**src/design/spsc_pkg.sv**
```systemverilog
// spsc_pkg: shared types, command codes and the size-class function for the
// per-slot size class statistics block. No dependencies.
package spsc_pkg;

  // Command codes carried in the request
  typedef enum logic [1:0] {
    CMD_NOTE  = 2'd0,
    CMD_READ  = 2'd1,
    CMD_CLEAR = 2'd2
  } cmd_t;

  localparam int DEFAULT_MAX_SLOTS = 16;
  localparam int NUM_CLASSES       = 8;
  localparam int NUM_LIMITS        = NUM_CLASSES - 1;
  localparam int CLASS_W           = $clog2(NUM_CLASSES);
  localparam int CNT_W             = 64;
  localparam int LEN_SUM_W         = 33;
  localparam int IN_USE_W          = 5;
  // Bin upper limits are CLASS_BASE << (CLASS_STEP * c)
  localparam logic [31:0] CLASS_BASE = 32'd64;
  localparam int CLASS_STEP          = 2;

  localparam logic [0:0] STATUS_OK      = 1'b0;
  localparam logic [0:0] STATUS_NO_SLOT = 1'b1;

  typedef struct packed {
    logic [1:0]  command;
    logic [3:0]  collection;
    logic [15:0] key_length;
    logic [31:0] value_length;
  } request_t;

  typedef struct packed {
    logic        status;
    logic [63:0] total_bytes;
    logic [63:0] record_count;
    logic [63:0] hist_le_64;
    logic [63:0] hist_le_256;
    logic [63:0] hist_le_1k;
    logic [63:0] hist_le_4k;
    logic [63:0] hist_le_16k;
    logic [63:0] hist_le_64k;
    logic [63:0] hist_le_256k;
    logic [63:0] hist_over_256k;
  } result_t;

  // One slot's figures, stored as one memory row
  typedef struct packed {
    logic [CNT_W-1:0]                  total_bytes;
    logic [CNT_W-1:0]                  record_count;
    logic [NUM_CLASSES-1:0][CNT_W-1:0] hist;
  } row_t;

  // Size class: number of bin limits the value exceeds (independent compares)
  function automatic logic [CLASS_W-1:0] size_class(input logic [31:0] v);
    logic [CLASS_W-1:0] c;
    c = '0;
    for (int k = 0; k < NUM_LIMITS; k++) begin
      if (v > (CLASS_BASE << (CLASS_STEP * k))) begin
        c = c + CLASS_W'(1);
      end
    end
    return c;
  endfunction

endpackage

```
**src/design/spsc_update.sv**
```systemverilog
// spsc_update: modify step of the read-modify-write, adds the record's bytes,
// counts the record and bumps its size bin. Uses spsc_pkg.
module spsc_update (
  input  spsc_pkg::row_t                     old_row,
  input  logic [spsc_pkg::LEN_SUM_W-1:0]     len_sum,
  input  logic [spsc_pkg::CLASS_W-1:0]       cls,
  output spsc_pkg::row_t                     new_row
);
  import spsc_pkg::*;

  always_comb begin
    new_row.total_bytes  = old_row.total_bytes + CNT_W'(len_sum);
    new_row.record_count = old_row.record_count + CNT_W'(1);
    // one bin per lane, only the matching one counts up
    for (int c = 0; c < NUM_CLASSES; c++) begin
      if (cls == CLASS_W'(c)) begin
        new_row.hist[c] = old_row.hist[c] + CNT_W'(1);
      end else begin
        new_row.hist[c] = old_row.hist[c];
      end
    end
  end

endmodule
```
**config.mk**
```make
export PLATFORM = sky130hd
export DESIGN_NAME = spsc_update
export DESIGN_NICKNAME = d
export VERILOG_FILES = /design/src/design/spsc_pkg.sv /design/src/design/spsc_update.sv
export SDC_FILE = /design/constraint.sdc
export NUM_CORES = 1
export LEC_CHECK = 0
export BUFFER_PORTS_ARGS = -buffer_cell sky130_fd_sc_hd__buf_2
export CAP_MARGIN = 20
export CORE_AREA = 2 2 507 509
export DETAILED_ROUTE_END_ITERATION = 10
export DIE_AREA = 0 0 509 511
export SLEW_MARGIN = 15
export SYNTH_ARGS = -nofsm -noshare
export SYNTH_HDL_FRONTEND = slang
export SYNTH_SLANG_ARGS = --single-unit
```
**constraint.sdc**
```tcl
create_clock -name vclk -period 4.3
set_input_delay 0.645 -clock vclk [all_inputs]
set_output_delay 0.645 -clock vclk [all_outputs]
set_load 0.1 [all_outputs]
```
; After elaboration in Yosys (flattened, before gate mapping)
; Index checks and enable logic that the tools add are counted.
; Widths: inputs -> output; s select.
[classes]
shifts = 0
add_sub_neg = 10
n_mux = 8
n_lt_le_gt_ge = 0
n_mul = 0
n_eq_ne = 7
reduce_logical = 1
div_mod_pow = 0
bitwise_logic = 0
[ops]
columns = op, n
row1 = $add 64x1->64 const B, 9
row2 = $mux 64, 8
row3 = $add 64x33->64, 1
row4 = $eq 3x3->1 const B, 4
row5 = $eq 3x2->1 const B, 2
row6 = $eq 3x1->1 const B, 1
row7 = $logic_not 3->1, 1
[word_totals]
n_memories = 0
regBits = 0
ramBits = 0
rom_bits = 0
latch_bits = 0

; Depth between registers and ports, before layout
; Gate-level depths: netlist of run 1.
[depth]
word_depth = 2
mapped_depth = 12

; Least setup slack after synthesis of run 1
; Ideal clock, no wire load.
[synth_path]
path_kind = input-to-output
start = in old_row[580] in the netlist's numbering
end = out new_row[637] in the netlist's numbering
path_slack_ns = -0.745
stages = 10
arrival_time_ns = 4.400
required_time_ns = 3.655
n_path_buf = 1
path_cell_list = ha_1 -> o211ai_1 -> o21bai_1 -> o2111ai_1 -> a211oi_1 -> a21oi_1 -> o31ai_2 -> buf_2 -> nand4_1 -> xnor2_1
[synth_lines]
columns = item, line
row1 = start: declaration, spsc_update.sv:4  ; input spsc_pkg::row_t old_row,
row2 = end: declaration, spsc_update.sv:7  ; output spsc_pkg::row_t new_row

==> results.md, run 1 <==
- Starting Density: 0.0505
- P_leak: approximately 14 nW
- Max-cap viol count: 0
- Fin crit period: approximately 4.2 ns
- Sequential area share after synthesis: 0
- Most frequent cells in the layout: buf_2 (882), buf_12 (420), xnor2_1 (270)
- Cell-internal power: approximately 1.8 mW
- Rows: 186
- FILL cells: a little under 30000
- Die W: 509 um
- Peak supply drop: around 0.13 mV
- Post-Route Setup TNS: 0 ns
- Seq_cells: 0
- WL/cell: between 30 and 40 um
- Ratio of cells with drive above 1 in the final layout: 0.529
- Setup Viol. Count Final: 0
- Commonest non-fill, non-tap cell in the layout: buf_2
- Drt first pass iters: 5
- Max incr delay on CP: 0.34 ns
- CP Data Arrival Time: between 3 and 4 ns
- Sequential share of power: 0
- Relative slew slack: 0.485
- Mapped Area: 12900 um^2
- Vias in the first global route: around 21000
- Vias: approximately 23000
- Syn nets: around 2700
- Number of nets in the layout: between 4000 and 5000
- PwrDens: 182 nW/um^2
- Netlist cell types: 64
- Critical path endpoint: new_row[638]
- Initial antenna violation count: about 350
- FMAX: 0.236 GHz
- Gr usage total: 0.159
- CORE AREA: between 200000 and 300000 um^2
- I/O pins: roughly 1300
- Placer congestion estimate: approximately 0.98
- CP dominant cell by count: buf_12
- Psw: 4.37 mW
- GRT overflow: 0
- Critical path class: in -> out
- Slowest CP cell: o31ai_4
- Cells after synthesis: 1957
- Final hold slack: about 1.6 ns
- Synth-to-layout area growth: 161%
- Hold-fix buffers, CTS: 0
- Worst-Margin Slew: about 0.8 ns
- Status: completed
- Critical Path End Type: output port
- Crit start category: primary input
- DRT Wirelength: roughly 220000 um
- Period utilization: 0.986
- Logic pwr share: 1.000
- Register area: 0 um^2
- IO buf count: approximately 1300
- Hold Vio Cnt, Final: 0
- Initial DRC count: 1882
- Multi-input gate area: ~15000 um^2
- Number of routed nets with antenna violations: 0
- Critical-path cell list: buf_2 > ha_1 > a21o_1 > a221oi_4 > buf_12 > o211ai_1 > nand2_1 > and3_4 > o31ai_4 > buf_6 > nor4b_4 > buf_4 > xor2_4 > buf_12
- CP Launch Point: len_sum[2]
- Clock buf count: 0
- Maximum fanout along the worst path: 6
- Final Max Slew Viols: 0
- First-pass GRT wire length: 261000 um
- HP Class: in -> out
- Die height: about 500 um
- Post-detail-place hpwl: approximately 210000 um
- Die footprint: ~260000 um^2
- DRC viols: 0
- Via density per instance: approximately 3.3
- Syn avg cell area: between 6 and 7 um^2
- Clock power frac: 0
- Sw frac: 0.713
- Yosys warns: 0
- Worst endpoint required time: around 3.7 ns
- Largest net degree at the start of global routing: 12
power by group through the flow:
| stage | Clock, mW | Combinational, mW | Sequential, mW |
|---|---|---|---|
| final | 0.00000453 | 6.13 | 0 |
| after global routing | 0.00000133 | 6.30 | 0 |
| after CTS | 0 | 6.18 | 0 |
| after detailed placement | 0 | 6.13 | 0 |
| after global placement | 0 | 6.13 | 0 |
| after floorplan | 0 | 3.53 | 0 |
synth_stat cells (2+ instances only):
library cell / count / area share
xnor2_1: 472 / 0.32
nand2_1: 263 / 0.077
nand3_1: 225 / 0.087
xor2_1: 156 / 0.11
nor2_1: 151 / 0.044
nand4_1: 133 / 0.065
and3_1: 119 / 0.058
and4_1: 60 / 0.041
inv_1: 43 / 0.013
ha_1: 42 / 0.041
clkbuf_1: 36 / 0.010
a21oi_1: 34 / 0.013
nor3_1: 28 / 0.011
and2_1: 20 / 0.0097
a21o_1: 19 / 0.011
o21ai_0: 17 / 0.0066
nor2b_1: 11 / 0.0053
nand2b_1: 10 / 0.0049
buf_2: 9 / 0.0035
or3_1: 9 / 0.0044
a31oi_1: 8 / 0.0039
mux2_2: 8 / 0.0070
or2_2: 7 / 0.0034
nor2_2: 6 / 0.0029
a211oi_1: 5 / 0.0029
nand4b_1: 5 / 0.0034
o211ai_1: 5 / 0.0029
and3b_1: 3 / 0.0020
clkbuf_2: 3 / 0.0012
nor3b_2: 3 / 0.0029
nor4_1: 3 / 0.0015
nor4_4: 3 / 0.0050
nor4b_1: 3 / 0.0020
or2_1: 3 / 0.0015
a211o_1: 2 / 0.0014
and2b_1: 2 / 0.0012
nor3_2: 2 / 0.0016
nor3b_1: 2 / 0.0012
o21bai_1: 2 / 0.0012
final cells by class:
cell class | instances | area share
multi-input combinational | 1865 | 0.442
tap | 3384 | 0.126
inverter | 43 | 0.00479
antenna | 147 | 0.0109
timing repair buffer | 1462 | 0.417
timing repair:
action                                  CTS  global route
endpoints found under the setup margin   40            28
cloned                                    1             0
setup buffers                             5             4
gates resized for setup                  26            18
pin swaps                                 9            12
metal layers:
metal / track usage / share of wire
met1: 0.162 / 0.34
met2: 0.258 / 0.44
met3: 0.124 / 0.18
met4: 0.0272 / 0.034
met5: 0 / 0.0073
cells by family (layout without fill, tap and decap cells):
kind of cell	count (synthesis)	in the layout	synth area share
simple gates	1084	1084	0.445
xor+xnor	628	628	0.427
other cells	0	147	0
mux	8	8	0.00699
compound gates	102	102	0.0502
fa+ha+maj	43	43	0.0423
buf+inv	92	1505	0.0285
worst min-delay path by stage:
| stage | from | to | slack [ns] | cells after the start |
|---|---|---|---|---|
| 3_5_place_dp | old_row[383] | new_row[383] | 1.63 | 3 |
| 5_1_grt | old_row[383] | new_row[383] | 1.65 | 3 |
| 2_1_floorplan | old_row[628] | new_row[628] | 1.50 | 1 |
| 6_report | old_row[383] | new_row[383] | 1.63 | 3 |
| 4_1_cts | old_row[383] | new_row[383] | 1.64 | 3 |
| 3_3_place_gp | old_row[383] | new_row[383] | 1.63 | 3 |
stage by stage:
step                cells  cell area [um^2]   util  setup WS (ns)  total power, mW
finish               6901             33700  0.132         0.0585             6.13
floorplan            1957             15000      -         -0.305             3.53
CTS                  6752             33200  0.130         0.0215             6.18
global placement     6746             33000  0.129         -0.615             6.13
detailed placement   6746             33000  0.129         -0.610             6.13
global route         6796             33400  0.131       -0.00476             6.30
worst max-delay path, delay by kind of cell:
kind | cells | cell delay [ns]
AO/OA/AOI/OAI | 4 | 0.96
buffers and inverters | 5 | 0.85
AND/OR/NAND/NOR | 3 | 0.62
adder cells (fa/ha/maj) | 1 | 0.33
XOR/XNOR | 1 | 0.17
Power figures use the tool's default switching activity.
==> run 2: changes to the inputs <==
--- a/config.mk
+++ b/config.mk
@@ -10,6 +10,7 @@
 export CORE_AREA = 2 2 507 509
 export DETAILED_ROUTE_END_ITERATION = 10
 export DIE_AREA = 0 0 509 511
+export GPL_TIMING_DRIVEN = 0
 export SLEW_MARGIN = 15
 export SYNTH_ARGS = -nofsm -noshare
 export SYNTH_HDL_FRONTEND = slang
==> run 2 against run 1 <==
  * Maximum frequency fell by 0.59%
  * Setup slack got worse by 0.025 ns
  * Worst hold slack improved by 0.028 ns
  * Global-route usage fell by 0.31 points
  * Largest power group unchanged
==> results.md, run 2 (synthesis gave the netlist of run 1 again) <==
- Status: completed
- Max-cap viol count: 0
- FMAX: 0.234 GHz
- Logic pwr share: 1.000
- WHS Endpoint: new_row[255]
- DP Worst Slack: -1.56 ns
- Final Max Slew Viols: 0
- Cell-internal power: roughly 1.0 mW
- IO buf count: ~1300
- Finished Layout Cells: 6820
- Post-detail-place hpwl: between 200000 and 250000 um
- Final hold slack: approximately 1.7 ns
- CP dominant cell by count: nand4_1
- Psw: roughly 4.2 mW
- Clock power frac: 0
- Most frequent cells in the layout: buf_2 (1189), xnor2_1 (270), nand2_1 (263)
- Critical path class: in -> out
- Largest net degree at the start of global routing: 11
- First-pass GRT wire length: between 200000 and 300000 um
- Maximum fanout along the worst path: 10
- Die W: between 500 and 600 um
- FILL cells: ~30000
- Die height: a little over 500 um
- DRT Wirelength: about 210000 um
- Number of nets in the layout: about 4000
- Worst-Margin Slew: 0.831 ns
- Placer congestion estimate: 1.06
- Seq_cells: 0
- Gr usage total: 0.156
- Synth-to-layout area growth: 114%
- Final Core Density: 0.108
- Drt first pass iters: 8
- Top cell family by delay on the critical path: simple AND/OR/NAND/NOR gates
- Die footprint: ~260000 um^2
- CP Launch Point: cls[0]
- Crit start category: primary input
- Vias: between 20000 and 25000
- Hold-fix buffers, CTS: 0
- HP Class: in -> out
- Max incr delay on CP: 0.40 ns
- GRT overflow: 0
- WL/cell: around 32 um
- DRC viols: 0
- Starting Density: 0.0505
- P_leak: between 10 and 15 nW
- Sw frac: 0.804
- Vias in the first global route: 20200
- Setup ws final: about 0.033 ns
- CORE AREA: around 260000 um^2
- Register area: 0 um^2
- Commonest non-fill, non-tap cell in the layout: buf_2
- Worst endpoint required time: 3.65 ns
- Worst Hold Path Cells: 3
- Number of routed nets with antenna violations: 0
- Sequential share of power: 0
- Multi-input gate area: 15200 um^2
- Initial DRC count: about 1800
- Setup Viol. Count Final: 0
- Hold Vio Cnt, Final: 0
- Cell total after placement: between 6000 and 7000
- Fin crit period: 4.27 ns
- Relative slew slack: 0.450
- Buf/Inv on CP: 4
- CP Data Arrival Time: between 3 and 4 ns
- RSZ-0062 raised after global routing: true
- Slowest CP cell: xnor2_4
- Clock buf count: 0
- Critical Path End Type: output port
- Hold Path Origin: old_row[255]
- Peak supply drop: around 0.13 mV
- PwrDens: ~190 nW/um^2
- Critical-path cell list: clkbuf_8 > and3_1 > clkbuf_1 > nand4_1 > nor2_2 > nand4_1 > or3_1 > inv_1 > nand4_1 > xnor2_4 > buf_4
- I/O pins: 1316
- Via density per instance: 3.34
- Rows: between 150 and 200
- Initial antenna violation count: approximately 340
- Period utilization: 0.992
- Ratio of cells with drive above 1 in the final layout: 0.523
run 2: cell types whose count changed in the layout (fill, tap and decap cells not counted), moves of 19 or more:
cell and change:
buf_12 -411, buf_2 +307, buf_4 -32, buf_6 +22, clkbuf_1 +19, clkbuf_4 +19
run 2: final cells by class:
cell class | count | area share
Tap cell | 3384 | 0.153
Multi-Input combinational cell | 1865 | 0.550
Antenna cell | 131 | 0.0119
Timing Repair Buffer | 1363 | 0.272
Buffer | 34 | 0.00702
Inverter | 43 | 0.00584
run 2: power by group through the flow:
stage | sequential, mW | clock [mW] | combinational (mW)
2_1_floorplan | 0 | 0 | 3.53
3_3_place_gp | 0 | 0 | 5.11
3_5_place_dp | 0 | 0 | 5.12
4_1_cts | 0 | 0 | 5.24
5_1_grt | 0 | 0.00000194 | 5.42
6_report | 0 | 0.00000420 | 5.26
run 2: through the flow:
stage	power [mW]	cell area [um^2]	setup TNS, ns
floorplan	3.53	15000	-0.697
global placement	5.11	25900	-291.44
detailed placement	5.12	25900	-174.88
CTS	5.24	26900	0
global route	5.42	27500	-0.172
finish	5.26	27600	0
run 2: worst max path at each step:
stage                    to  slack [ns]  depth (start not counted)
2_1_floorplan  new_row[177]       -0.31                          9
3_3_place_gp   new_row[632]       -2.73                         13
3_5_place_dp   new_row[638]       -1.56                         12
4_1_cts        new_row[509]      0.0005                         11
5_1_grt        new_row[511]       -0.12                         11
6_report       new_row[511]        0.03                         11
run 2: repair_timing:
item / in CTS / in global routing
cloned: 0 / 1
gates resized for setup: 209 / 84
endpoints found under the setup margin: 324 / 122
pin swaps: 23 / 23
setup buffers: 31 / 15
run 2: layer usage:
layer  share of wire  GRT usage
met1            0.33      0.156
met2            0.43      0.249
met3            0.19      0.125
met4           0.039     0.0380
met5          0.0073    0.00315
